`src/hw/rtl/pcapng_pkg.sv`:
```
// Package for the pcapng block stream parser: phase codes, block types,
// result kinds, error codes and byte-order helpers. No dependencies.
package pcapng_pkg;

    localparam logic [3:0] PH_HDR            = 4'd0;
    localparam logic [3:0] PH_MAGIC          = 4'd1;
    localparam logic [3:0] PH_SHB_BODY       = 4'd2;
    localparam logic [3:0] PH_SHB_TRAILER    = 4'd3;
    localparam logic [3:0] PH_BODY           = 4'd4;
    localparam logic [3:0] PH_STREAM         = 4'd5;
    localparam logic [3:0] PH_TRAILER        = 4'd6;
    localparam logic [3:0] PH_STREAM_TRAILER = 4'd7;

    localparam logic [31:0] SHB_MARK = 32'h0A0D0D0A;
    localparam logic [31:0] MAGIC_LE = 32'h4D3C2B1A;
    localparam logic [31:0] MAGIC_BE = 32'h1A2B3C4D;
    localparam logic [31:0] TYPE_IDB = 32'd1;
    localparam logic [31:0] TYPE_SPB = 32'd3;
    localparam logic [31:0] TYPE_EPB = 32'd6;

    localparam logic [2:0] RK_HEADER  = 3'd0;
    localparam logic [2:0] RK_PAYLOAD = 3'd1;
    localparam logic [2:0] RK_DONE    = 3'd2;
    localparam logic [2:0] RK_END     = 3'd3;
    localparam logic [2:0] RK_ERROR   = 3'd4;

    localparam logic [3:0] ERR_TRUNC_HDR   = 4'd0;
    localparam logic [3:0] ERR_SHORT_READ  = 4'd1;
    localparam logic [3:0] ERR_BAD_MAGIC   = 4'd2;
    localparam logic [3:0] ERR_SHB_LEN     = 4'd3;
    localparam logic [3:0] ERR_SHB_TRAILER = 4'd4;
    localparam logic [3:0] ERR_NO_SHB      = 4'd5;
    localparam logic [3:0] ERR_BAD_LEN     = 4'd6;
    localparam logic [3:0] ERR_TRAILER     = 4'd7;
    localparam logic [3:0] ERR_IDB_SHORT   = 4'd8;
    localparam logic [3:0] ERR_EPB_SHORT   = 4'd9;
    localparam logic [3:0] ERR_EPB_TRUNC   = 4'd10;
    localparam logic [3:0] ERR_SPB_SHORT   = 4'd11;

    typedef struct packed {
        logic [2:0]  result_kind;
        logic [31:0] interface_id;
        logic [63:0] timestamp;
        logic [15:0] link_type;
        logic [31:0] captured_length;
        logic [7:0]  payload_byte;
        logic [3:0]  error_code;
    } result_t;

    function automatic logic [31:0] order32(input logic le, input logic [31:0] raw);
        return le ? {raw[7:0], raw[15:8], raw[23:16], raw[31:24]} : raw;
    endfunction

endpackage

```
`src/hw/rtl/pcapng_core.sv`:
```
// Per-byte parse step: block state registers and the link type table.
// Depends on pcapng_pkg.
module pcapng_core
    import pcapng_pkg::*;
#(
    parameter int MAX_INTERFACES = 16
)
(
    input  logic    clk,
    input  logic    rst_n,
    input  logic    in_valid,
    input  logic    in_end,
    input  logic [7:0] in_byte,
    output logic    res_valid,
    output result_t res
);

    localparam int IW = (MAX_INTERFACES > 1) ? $clog2(MAX_INTERFACES) : 1;
    localparam int CW = $clog2(MAX_INTERFACES + 1);

    logic [3:0]  phase_reg, phase_next;
    logic        le_reg, le_next, seen_reg, seen_next, halt_reg, halt_next;
    logic [31:0] cnt_reg, cnt_next, kind_reg, kind_next, tlen_reg, tlen_next;
    logic [31:0] asm_reg, asm_next;
    logic [3:0]  hb_reg, hb_next;
    logic [CW-1:0] icnt_reg, icnt_next;
    logic [15:0] plt_reg, plt_next;
    logic [31:0] pif_reg, pif_next, pcap_reg, pcap_next;
    logic [63:0] pts_reg, pts_next;
    logic [15:0] lt_table [MAX_INTERFACES];
    logic        wr_en;
    logic [15:0] wr_data;

    logic [31:0] asm_sh, w, body, idx, start, hk, ht;
    logic [15:0] lt;
    logic        emit;
    result_t     r;

    always_comb
    begin
        phase_next = phase_reg; le_next = le_reg; seen_next = seen_reg;
        halt_next = halt_reg; cnt_next = cnt_reg; kind_next = kind_reg;
        tlen_next = tlen_reg; asm_next = asm_reg; hb_next = hb_reg;
        icnt_next = icnt_reg; plt_next = plt_reg; pif_next = pif_reg;
        pts_next = pts_reg; pcap_next = pcap_reg;
        wr_en = 1'b0; wr_data = 16'd0;
        emit = 1'b0; r = '0;
        asm_sh = {asm_reg[23:0], in_byte};
        w = order32(le_reg, asm_sh);
        body = tlen_reg - 32'd12;
        idx = cnt_reg;
        start = (kind_reg == TYPE_EPB) ? 32'd20 : 32'd4;
        hk = 32'd0; ht = 32'd0;
        lt = 16'd0;
        if (kind_reg == TYPE_EPB)
        begin
            if (pif_next < 32'(icnt_reg))
                lt = lt_table[pif_next[IW-1:0]];
        end
        else if (icnt_reg != '0)
        begin
            lt = lt_table[0];
        end
        if (in_valid && !halt_reg)
        begin
            if (in_end)
            begin
                emit = 1'b1;
                if (phase_reg == PH_HDR && hb_reg == 4'd0)
                    r.result_kind = RK_END;
                else
                begin
                    r.result_kind = RK_ERROR;
                    r.error_code = (phase_reg == PH_HDR) ? ERR_TRUNC_HDR : ERR_SHORT_READ;
                    halt_next = 1'b1;
                end
            end
            else
            begin
                case (phase_reg)
                    PH_HDR:
                    begin
                        if (hb_reg < 4'd4)
                            kind_next = {kind_reg[23:0], in_byte};
                        else
                            tlen_next = {tlen_reg[23:0], in_byte};
                        hb_next = hb_reg + 4'd1;
                        if (hb_reg == 4'd7)
                        begin
                            hb_next = 4'd0;
                            asm_next = 32'd0;
                            hk = order32(le_reg, kind_reg);
                            ht = order32(le_reg, tlen_next);
                            if (kind_reg == SHB_MARK)
                                phase_next = PH_MAGIC;
                            else if (!seen_reg)
                            begin
                                emit = 1'b1; halt_next = 1'b1;
                                r.result_kind = RK_ERROR; r.error_code = ERR_NO_SHB;
                            end
                            else
                            begin
                                kind_next = hk;
                                tlen_next = ht;
                                if (ht < 32'd12 || ht[1:0] != 2'd0)
                                begin
                                    emit = 1'b1; halt_next = 1'b1;
                                    r.result_kind = RK_ERROR; r.error_code = ERR_BAD_LEN;
                                end
                                else
                                begin
                                    cnt_next = 32'd0;
                                    plt_next = 16'd0;
                                    phase_next = (ht == 32'd12) ? PH_TRAILER : PH_BODY;
                                end
                            end
                        end
                    end
                    PH_MAGIC:
                    begin
                        asm_next = asm_sh;
                        hb_next = hb_reg + 4'd1;
                        if (hb_reg == 4'd3)
                        begin
                            if (asm_sh != MAGIC_LE && asm_sh != MAGIC_BE)
                            begin
                                emit = 1'b1; halt_next = 1'b1;
                                r.result_kind = RK_ERROR; r.error_code = ERR_BAD_MAGIC;
                            end
                            else
                            begin
                                le_next = (asm_sh == MAGIC_LE);
                                seen_next = 1'b1;
                                ht = order32(le_next, tlen_reg);
                                tlen_next = ht;
                                if (ht < 32'd16 || ht[1:0] != 2'd0)
                                begin
                                    emit = 1'b1; halt_next = 1'b1;
                                    r.result_kind = RK_ERROR; r.error_code = ERR_SHB_LEN;
                                end
                                else
                                begin
                                    cnt_next = 32'd0; hb_next = 4'd0; asm_next = 32'd0;
                                    phase_next = (ht == 32'd16) ? PH_SHB_TRAILER
                                                                 : PH_SHB_BODY;
                                end
                            end
                        end
                    end
                    PH_SHB_BODY:
                    begin
                        cnt_next = cnt_reg + 32'd1;
                        if (cnt_next == tlen_reg - 32'd16)
                            phase_next = PH_SHB_TRAILER;
                    end
                    PH_SHB_TRAILER:
                    begin
                        asm_next = asm_sh;
                        hb_next = hb_reg + 4'd1;
                        if (hb_reg == 4'd3)
                        begin
                            hb_next = 4'd0;
                            phase_next = PH_HDR;
                            if (w != tlen_reg)
                            begin
                                emit = 1'b1; halt_next = 1'b1;
                                r.result_kind = RK_ERROR; r.error_code = ERR_SHB_TRAILER;
                            end
                        end
                    end
                    PH_BODY, PH_STREAM:
                    begin
                        asm_next = asm_sh;
                        if (phase_reg == PH_BODY)
                        begin
                            if (kind_reg == TYPE_IDB && idx < 32'd2)
                                plt_next = {plt_reg[7:0], in_byte};
                            else if (kind_reg == TYPE_EPB)
                            begin
                                if (idx == 32'd3)
                                    pif_next = w;
                                else if (idx == 32'd7)
                                    pts_next = {w, 32'd0};
                                else if (idx == 32'd11)
                                    pts_next = {pts_reg[63:32], w};
                                else if (idx == 32'd15)
                                begin
                                    pcap_next = w;
                                    if (body >= 32'd20 && w <= body - 32'd20)
                                    begin
                                        emit = 1'b1;
                                        phase_next = PH_STREAM;
                                    end
                                end
                            end
                            else if (kind_reg == TYPE_SPB && idx == 32'd3)
                            begin
                                pif_next = 32'd0;
                                pts_next = 64'd0;
                                pcap_next = body - 32'd4;
                                emit = 1'b1;
                                phase_next = PH_STREAM;
                            end
                            if (emit)
                            begin
                                r.result_kind = RK_HEADER;
                                r.interface_id = pif_next;
                                r.timestamp = pts_reg;
                                if (kind_reg == TYPE_SPB)
                                    r.timestamp = 64'd0;
                                r.link_type = lt;
                                r.captured_length = pcap_next;
                            end
                        end
                        else if (idx >= start && idx - start < pcap_reg)
                        begin
                            emit = 1'b1;
                            r.result_kind = RK_PAYLOAD;
                            r.payload_byte = in_byte;
                        end
                        cnt_next = idx + 32'd1;
                        if (cnt_next == body)
                        begin
                            phase_next = (phase_next == PH_STREAM) ? PH_STREAM_TRAILER
                                                                   : PH_TRAILER;
                            hb_next = 4'd0;
                            asm_next = 32'd0;
                        end
                    end
                    PH_TRAILER, PH_STREAM_TRAILER:
                    begin
                        asm_next = asm_sh;
                        hb_next = hb_reg + 4'd1;
                        if (hb_reg == 4'd3)
                        begin
                            phase_next = PH_HDR;
                            hb_next = 4'd0;
                            if (w != tlen_reg)
                            begin
                                emit = 1'b1; halt_next = 1'b1;
                                r.result_kind = RK_ERROR; r.error_code = ERR_TRAILER;
                            end
                            else if (phase_reg == PH_STREAM_TRAILER)
                            begin
                                emit = 1'b1;
                                r.result_kind = RK_DONE;
                            end
                            else if (kind_reg == TYPE_IDB)
                            begin
                                if (body < 32'd8)
                                begin
                                    emit = 1'b1; halt_next = 1'b1;
                                    r.result_kind = RK_ERROR; r.error_code = ERR_IDB_SHORT;
                                end
                                else if (32'(icnt_reg) < MAX_INTERFACES)
                                begin
                                    wr_en = 1'b1;
                                    wr_data = le_reg ? {plt_reg[7:0], plt_reg[15:8]} : plt_reg;
                                    icnt_next = icnt_reg + CW'(1);
                                end
                            end
                            else if (kind_reg == TYPE_EPB)
                            begin
                                emit = 1'b1; halt_next = 1'b1;
                                r.result_kind = RK_ERROR;
                                r.error_code = (body < 32'd20) ? ERR_EPB_SHORT : ERR_EPB_TRUNC;
                            end
                            else if (kind_reg == TYPE_SPB)
                            begin
                                emit = 1'b1; halt_next = 1'b1;
                                r.result_kind = RK_ERROR; r.error_code = ERR_SPB_SHORT;
                            end
                        end
                    end
                    default:
                    begin
                        emit = 1'b1; halt_next = 1'b1;
                        r.result_kind = RK_ERROR; r.error_code = ERR_SHORT_READ;
                    end
                endcase
            end
        end
    end

    always_ff @(posedge clk)
    begin
        if (wr_en)
            lt_table[icnt_reg[IW-1:0]] <= wr_data;
    end

    always_ff @(posedge clk or negedge rst_n)
    begin
        if (!rst_n)
        begin
            phase_reg <= PH_HDR; le_reg <= 1'b0; seen_reg <= 1'b0; halt_reg <= 1'b0;
            cnt_reg <= '0; kind_reg <= '0; tlen_reg <= '0; asm_reg <= '0;
            hb_reg <= '0; icnt_reg <= '0; plt_reg <= '0; pif_reg <= '0;
            pts_reg <= '0; pcap_reg <= '0;
        end
        else
        begin
            phase_reg <= phase_next; le_reg <= le_next; seen_reg <= seen_next;
            halt_reg <= halt_next; cnt_reg <= cnt_next; kind_reg <= kind_next;
            tlen_reg <= tlen_next; asm_reg <= asm_next; hb_reg <= hb_next;
            icnt_reg <= icnt_next; plt_reg <= plt_next; pif_reg <= pif_next;
            pts_reg <= pts_next; pcap_reg <= pcap_next;
        end
    end

    assign res_valid = emit;
    assign res = r;

endmodule

```
`src/hw/rtl/pcapng_out.sv`:
```
// Two-entry output skid buffer for result beats.
// Depends on pcapng_pkg.
module pcapng_out
    import pcapng_pkg::*;
(
    input  logic    clk,
    input  logic    rst_n,
    input  logic    push,
    input  result_t push_data,
    output logic    space,
    output logic    out_valid,
    output result_t out_data,
    input  logic    out_ready
);

    logic [1:0] cnt_reg, cnt_next;
    result_t    e0_reg, e1_reg;
    logic       pop;

    assign pop = out_valid && out_ready;
    assign out_valid = (cnt_reg != 2'd0);
    assign out_data = e0_reg;
    // A beat accepted now pushes its result in the next cycle, so at most one entry may be
    // held after this edge.
    assign space = (cnt_next != 2'd2);

    always_comb
    begin
        cnt_next = cnt_reg + {1'b0, push} - {1'b0, pop};
    end

    always_ff @(posedge clk or negedge rst_n)
    begin
        if (!rst_n)
            cnt_reg <= 2'd0;
        else
            cnt_reg <= cnt_next;
    end

    always_ff @(posedge clk)
    begin
        if (pop)
        begin
            if (cnt_reg == 2'd2)
                e0_reg <= e1_reg;
            else if (push)
                e0_reg <= push_data;
            if (cnt_reg == 2'd2 && push)
                e1_reg <= push_data;
        end
        else if (push)
        begin
            if (cnt_reg == 2'd0)
                e0_reg <= push_data;
            else
                e1_reg <= push_data;
        end
    end

endmodule

```
`src/hw/rtl/pcapng_block_stream_parser.sv`:
```
// Streaming pcapng parser top level: input register, parse core, result buffer.
// Depends on pcapng_pkg, pcapng_core and pcapng_out.
// One capture byte per beat on s_axis is taken each cycle while s_axis_tready is high
// and produces at most one result in the next cycle; a two-entry result buffer keeps
// full rate while m_axis accepts. Any error halts the parser until reset.
module pcapng_block_stream_parser
    import pcapng_pkg::*;
#(
    parameter int MAX_INTERFACES = 16
)
(
    input  logic         clk,
    input  logic         rst_n,
    input  logic         s_axis_tvalid,
    output logic         s_axis_tready,
    input  logic [7:0]   s_axis_tdata,   // data_byte
    input  logic         s_axis_tuser,   // kind
    output logic         m_axis_tvalid,
    input  logic         m_axis_tready,
    output logic [159:0] m_axis_tdata,   // interface_id, timestamp, link_type,
                                         // captured_length, payload_byte, error_code, pad
    output logic [2:0]   m_axis_tuser    // result_kind
);

    logic       iv_reg, ie_reg;
    logic [7:0] ib_reg;
    logic       rv;
    result_t    r, o;
    logic       space;

    // Ready only when the buffer can absorb the registered item's result.
    assign s_axis_tready = space && !(iv_reg && !space);

    always_ff @(posedge clk or negedge rst_n)
    begin
        if (!rst_n)
            iv_reg <= 1'b0;
        else
            iv_reg <= s_axis_tvalid && s_axis_tready;
    end

    always_ff @(posedge clk)
    begin
        ie_reg <= s_axis_tuser;
        ib_reg <= s_axis_tdata;
    end

    pcapng_core #(.MAX_INTERFACES(MAX_INTERFACES)) u_core (
        .clk(clk), .rst_n(rst_n), .in_valid(iv_reg), .in_end(ie_reg),
        .in_byte(ib_reg), .res_valid(rv), .res(r)
    );

    pcapng_out u_out (
        .clk(clk), .rst_n(rst_n), .push(rv), .push_data(r), .space(space),
        .out_valid(m_axis_tvalid), .out_data(o), .out_ready(m_axis_tready)
    );

    assign m_axis_tuser = o.result_kind;
    assign m_axis_tdata = {4'd0, o.error_code, o.payload_byte, o.captured_length,
                           o.link_type, o.timestamp, o.interface_id};

endmodule

```
`config.mk`:
```
export PLATFORM = sky130hd
export DESIGN_NAME = pcapng_block_stream_parser
export DESIGN_NICKNAME = d
export VERILOG_FILES = /design/src/hw/rtl/pcapng_pkg.sv /design/src/hw/rtl/pcapng_core.sv /design/src/hw/rtl/pcapng_out.sv /design/src/hw/rtl/pcapng_block_stream_parser.sv
export SDC_FILE = /design/constraint.sdc
export NUM_CORES = 2
export LEC_CHECK = 0
export BUFFER_PORTS_ARGS = -buffer_cell sky130_fd_sc_hd__buf_2
export CORE_ASPECT_RATIO = 1.2
export CORE_MARGIN = 4
export CORE_UTILIZATION = 60
export DETAILED_ROUTE_END_ITERATION = 10
export PLACE_DENSITY = 0.78
export SYNTH_ARGS = -nofsm -noshare
export SYNTH_HDL_FRONTEND = slang
export SYNTH_SLANG_ARGS = --single-unit
```
`constraint.sdc`:
```
create_clock -name clk -period 35.7 [get_ports clk]
set_input_delay 1.785 -clock clk [delete_from_list [all_inputs] [get_ports clk]]
set_output_delay 1.785 -clock clk [all_outputs]
set_load 0.01 [all_outputs]
```
[Word level (Yosys, flattened, before mapping)]
Memory sizes are Yosys's and may differ from the RTL's.
Index checks and enable logic that the tools add are counted.
Word-level totals
  flip-flop bits (word level): 610
  RAM bits: 256
  input bits: 13
  output and inout bits: 165
  logic and storage cells: 399
  memories kept: 1
Operators by class
  add/sub/neg operators: 10
  order comparisons: 12
  equal/unequal tests: 61
  multiplexer cells: 224
  bitwise logic cells: 6
  reduce and logical (&&, ||, !) cells: 52
Memory list
  u_core.lt_table: words 16, width 16, read ports 2, clocked after Yosys merged registers in 0, write ports 1, RTL line pcapng_core.sv:30  | logic [15:0] lt_table [MAX_INTERFACES];
Operator list (count)
  $mux W159: 10
  $mux W32: 36
  $mux W64: 5
  $mux W152: 2
  $mux W16: 19
  $mux W144: 2
  $mux W4: 43
  $mux W24: 5
  $eq A32 B4 Y1 const B: 3
  $pmux W24 S4: 1
  $pmux W32 S3: 1
  $mux W1: 65
  $eq A32 B2 Y1 const B: 2
  $eq A32 B3 Y1 const B: 2
  $eq A32 B32 Y1: 2
  $lt A32 B4 Y1 const B: 2
  $lt A32 B5 Y1 const B: 2
  $pmux W32 S2: 1
  $sub A32 B5 Y32 const B: 2
  $mux W3: 21
  $pmux W4 S5: 2
  $add A32 B1 Y32 const B: 1
  $eq A32 B1 Y1 const B: 1
  $eq A32 B28 Y1 const B: 1
  61 further kinds: 134

[Longest topological paths before layout]
  depth in word-level cells: 27
  gate-level depth with buffers: 33

[Cells and area by module]
Synthesis repeated with hierarchy kept, for this count alone.
Second synthesis, totals
  cells, all modules: 3765
  area total of the unflattened synthesis: 44431.4 um^2
By module, submodules not included
  pcapng_core: times used 1, cells an instance 3236, area an instance 32535.0 um^2, seq. area each 14694.1 um^2
  pcapng_out: times used 1, cells an instance 512, area an instance 11647.4 um^2, seq. area each 9599.2 um^2
  pcapng_block_stream_parser: times used 1, cells an instance 17, area an instance 249.0 um^2, seq. area each 205.2 um^2

[Worst setup path before layout]
No wires, ideal clock.
  path kind: reg2reg
  from: register u_core.kind_reg[23]
  to: register u_out.e1_reg[0] (netlist bit) (enable)
  library setup time: 1.522 ns
  arrival: 31.227 ns
  path slack: 2.951 ns
  stages on the path, launching flop included: 28
  buffers on the path: 3
  path through: dfrtp_1 -> nor4_1 -> nand3_1 -> or3_1 -> dlygate4sd3_1 -> nor3_1 -> inv_1 -> clkbuf_1 -> buf_1 -> ha_1 -> o21ai_0 -> nand2b_1 -> or3_1 -> or4_1 -> nand2b_1 -> nand2b_1 -> or3_1 -> or3_1 -> xnor2_1 -> ha_1 -> a21o_1 -> a21o_1 -> a211oi_1 -> o211ai_1 -> a31oi_1 -> nand2_1 -> o211a_1 -> a2111oi_0
Between the ends
  word-level cells in the longest chain between the ends: 16
Ends and longest elaborated chain
  start, declared: RTL line pcapng_core.sv:23  | logic [31:0] cnt_reg, cnt_next, kind_reg, kind_next, tlen_reg, tlen_next;
  start signal, assigned: RTL line pcapng_core.sv:303  | halt_reg <= halt_next; cnt_reg <= cnt_next; kind_reg <= kind_next;
  parallel branches: the longest is 10 deep, another holds $sub A32 B32 Y32
  $pmux W1 S6 *: RTL line pcapng_core.sv:80  | case (phase_reg)
  $mux W1 *: RTL line pcapng_core.sv:66  | if (in_end)
  $mux W1 *: RTL line pcapng_core.sv:64  | if (in_valid && !halt_reg)
  $logic_and A1 B1 Y1: RTL line pcapng_out.sv:48  | if (cnt_reg == 2'd2 && push)
  $ne A2 B2 Y1 (no line)
  $reduce_and A3 Y1 (no line) *
  end signal, assigned: RTL line pcapng_out.sv:49  | e1_reg <= push_data;
  end signal, assigned: RTL line pcapng_out.sv:56  | e1_reg <= push_data;
  end, declared: RTL line pcapng_out.sv:17  | result_t e0_reg, e1_reg;
Every way passes the cells marked *. The select of a mux whose other input is x is not followed.
A chain may end at the register's enable or synchronous reset.

[Final worst setup path]
  from: register u_core.kind_reg[29]
  to: output port s_axis_tready
Between the ends
  word-level cells in the longest chain between the ends: 20
Ends and longest elaborated chain
  parallel branches: the longest is 10 deep, another holds $sub A32 B32 Y32
  $pmux W1 S6 *: RTL line pcapng_core.sv:80
  $mux W1 *: RTL line pcapng_core.sv:66
  $mux W1 *: RTL line pcapng_core.sv:64
  $add A2 B1 Y2 *: RTL line pcapng_out.sv:29  | cnt_next = cnt_reg + {1'b0, push} - {1'b0, pop};
  $sub A2 B1 Y2 *: RTL line pcapng_out.sv:29
  $ne A2 B2 Y1 *: RTL line pcapng_out.sv:25  | assign space = (cnt_next != 2'd2);
  $logic_not A1 Y1: RTL line pcapng_block_stream_parser.sv:32  | assign s_axis_tready = space && !(iv_reg && !space);
  $logic_and A1 B1 Y1: RTL line pcapng_block_stream_parser.sv:32
  $logic_not A1 Y1: RTL line pcapng_block_stream_parser.sv:32
  $logic_and A1 B1 Y1 *: RTL line pcapng_block_stream_parser.sv:32
  end, declared: RTL line pcapng_block_stream_parser.sv:15  | output logic s_axis_tready,
Marked as above.

==> results.sh <==
export IMPL_status="completed"
export IMPL_crit_path_top_delay_cell="a31oi_1"
export IMPL_clk_latency_ns=0.70
export IMPL_tightest_slew_ns=1.229
export IMPL_p_leak_nw=16.93
export IMPL_hold_ws_ns=0.4611
export IMPL_finalSetupTns_ns=0
export IMPL_synthAdderAreaFrac_pct=2.460
export IMPL_finalClockSkew_ns=0.05915
export IMPL_synth_mux_area_fraction_pct=6.865
export IMPL_seq_area_frac_synth_pct=55.36
export IMPL_grt_pass1_wl_mm=207.2
export IMPL_powerDensity_nw_per_um2=58.16
export IMPL_drc=0
export IMPL_synthesis_area_um2=44250
export IMPL_fillCellCount=5253
export IMPL_synth_top_family_by_area="simple AND/OR/NAND/NOR gates"
export IMPL_min_period_ns=10.73
export IMPL_whs_path_depth=1
export IMPL_multi_input_area_um2=18050
export IMPL_synth_edff_count=574
export IMPL_final_max_slew_viol_count=0
export IMPL_finalSetupViolations=0
export IMPL_vias_per_cell=6.766
export IMPL_initial_core_util_pct=60.87
export IMPL_end_kind="primary output"
export IMPL_crit_path_max_incr_delay_ns=0.84
export IMPL_timing_rr_start="u_core.kind_reg[29]"
export IMPL_rsz0062_at_grt="no"
export IMPL_hold_buffers=0
export IMPL_synth_top_area_share_pct=38.95
export IMPL_yosysMostFrequentCell="edfxtp_1"
export IMPL_critPathRequiredTime_ns=33.91
export IMPL_die_y_um=305.5
export IMPL_synth_ff_type="edfxtp_1"
export IMPL_area_delta_synth_final_pct=10.25
export IMPL_yosysWarnings=0
export IMPL_synth_compound_area_share_pct=13.20
export IMPL_wl_mm=139.4
export IMPL_root_buffer="clkbuf_16"
export IMPL_drt_antenna_violating_nets=0
export IMPL_path_class="flip-flop to primary output"
export IMPL_wl_per_cell_um=28.55
export IMPL_gp_congestion=1.035
export IMPL_clock_path_buffers=3
export IMPL_ir_drop_mv=0.05048
export IMPL_r2r_slack_ns=25.69
export IMPL_worstRegToRegCells=30
export IMPL_dp_final_hpwl_mm=95.69
export IMPL_r2r_end="u_out.e1_reg[48]"
export IMPL_rows=108
export IMPL_ff_latch_area_um2=24510
export IMPL_path_clk_slew_ns=0.06
export IMPL_antenna_found_initial=0
export IMPL_antenna_diode_count=0
export IMPL_yosysTopAreaCell="edfxtp_1"
export IMPL_grt_pass1_vias=32037
export IMPL_core_um2=72700
export IMPL_drive_above_1_share_pct=15.83
export IMPL_grt_max_degree=193
export IMPL_largest_reg_flops=256
export IMPL_async_reset_ff_share_pct=32.68
export IMPL_synth_area_per_cell_um2=11.68
export IMPL_synth_distinct_cells=100
export IMPL_min_to="u_core.halt_reg"
export IMPL_period_share_pct=30.07
export IMPL_dieArea_um2=78180
export IMPL_ys_ff_latch=866
export IMPL_nets=3976
export IMPL_cts_sinks=866
export IMPL_die_x_um=255.9
export IMPL_hold_viol=0
export IMPL_fmax_ghz=0.09316
export IMPL_port_buffers=173
export IMPL_netlist_top_cells_area="edfxtp_1 (39%), dfrtp_1 (16%), mux4_2 (4.7%), xnor2_1 (3.1%), nand2_1 (3.0%)"
export IMPL_cts_made_buffers=84
export IMPL_grt_overflow=0
export IMPL_drtIter0Drc=4310
export IMPL_relSlewSlack_pct=18.08
export IMPL_post_cts_buffers=0
export IMPL_path_common_cell="a21o_1"
export IMPL_h_tree_depth=3
export IMPL_ctsResizeCount=0
export IMPL_yosys_top_cells_count="edfxtp_1 (574), nand2_1 (350), dfrtp_1 (283)"
export IMPL_cap_viol_max_count=0
export IMPL_yosys_area_share_simple_pct=13.35
export IMPL_cp_start_kind="flip-flop"
export IMPL_syn_inst=3789
export IMPL_grtUsageTotal_pct=34.94
export IMPL_pin_count=178
export IMPL_synthXorXnorAreaFrac_pct=4.668
export IMPL_worstHoldStart="u_core.halt_reg"
export IMPL_cp_arrival_ns=8.95
export IMPL_vias=33030
export IMPL_min_path_type="flip-flop to flip-flop"
export IMPL_cp_max_fo=22
export IMPL_cts_tree="built"
export IMPL_drt_pass1_iter_count=6
## power breakdown
part           switching, W  internal (W)  total (W)
registers         0.0000816       0.00116    0.00124
clock network      0.000401      0.000505   0.000906
logic              0.000442      0.000246   0.000688
total              0.000925       0.00191    0.00284
## worst max path at each step
stage                              from              end  slack [ns]  depth (start not counted)
finish              u_core.kind_reg[29]    s_axis_tready       24.97                         32
global route        u_core.kind_reg[29]    s_axis_tready       24.57                         32
CTS                 u_core.kind_reg[29]    s_axis_tready       24.99                         32
detailed placement  u_core.kind_reg[29]    s_axis_tready       25.77                         32
global placement    u_core.kind_reg[29]    s_axis_tready       25.81                         32
floorplan           u_core.kind_reg[23]  u_out.e1_reg[0]        2.95                         27
## worst max-delay path: cells and delay by family, from the launching register on
family                   cells  cell delay [ns]
AO/OA/AOI/OAI                9             2.18
XOR/XNOR                     3             0.42
adder cells (fa/ha/maj)      3             0.89
buffers and inverters        4             0.68
flip-flops                   1             0.39
AND/OR/NAND/NOR             13             3.71
## final cells by class
type	count	area share [%]
Clock buffer	113	4.719
Timing Repair Buffer	298	3.770
Tap cell	935	2.398
Clock inverter	44	1.064
Multi-Input combinational cell	2519	37.00
Sequential cell	866	50.23
Inverter	107	0.8232
## cells in the final DEF, fill, tap and decap left out, types with 31 or more instances in the layout
cell type	count
a21oi_1	116
a22o_1	95
a22oi_1	45
and3_1	92
buf_2	172
buf_4	123
clkbuf_16	85
dfrtp_1	280
edfxtp_1	574
ha_1	87
inv_1	106
mux2_2	34
mux2i_1	52
mux4_2	93
nand2_1	350
nand3_1	54
nand4_1	68
nor2_1	262
nor2b_1	31
nor3_1	65
nor4_1	69
o21ai_0	153
o22a_1	47
o22ai_1	50
o31ai_1	168
xnor2_1	156
xor2_1	72
## per-stage QoR
stage	cell area (um2)	std cells	total power, W	worst slack (ns)	utilization, %
after global routing	48790	4882	0.002931	24.57	67.11
after CTS	48790	4882	0.002827	24.99	67.11
after floorplan	44270	3792	0.001698	2.951	-
after global placement	45970	4725	0.001923	25.81	63.23
final	48790	4882	0.002838	24.97	67.11
after detailed placement	45970	4725	0.001930	25.77	63.23
## kinds of logic after synthesis
family | after synthesis
other cells | 1
compound gates | 838
simple gates | 1176
xor+xnor | 231
fa+ha+maj | 87
buf+inv | 407
flops | 866
mux | 183
## metal layers
metal  vias to the layer above  track usage, %  routed length, um
met2                      1826           57.89              67420
met3                       390           7.079              12010
li1                      14445               -                  -
met5                         -               0                  0
met4                         0           17.60               8334
met1                     16369           44.22              51590
No activity file was read; power rests on OpenSTA's default activity.
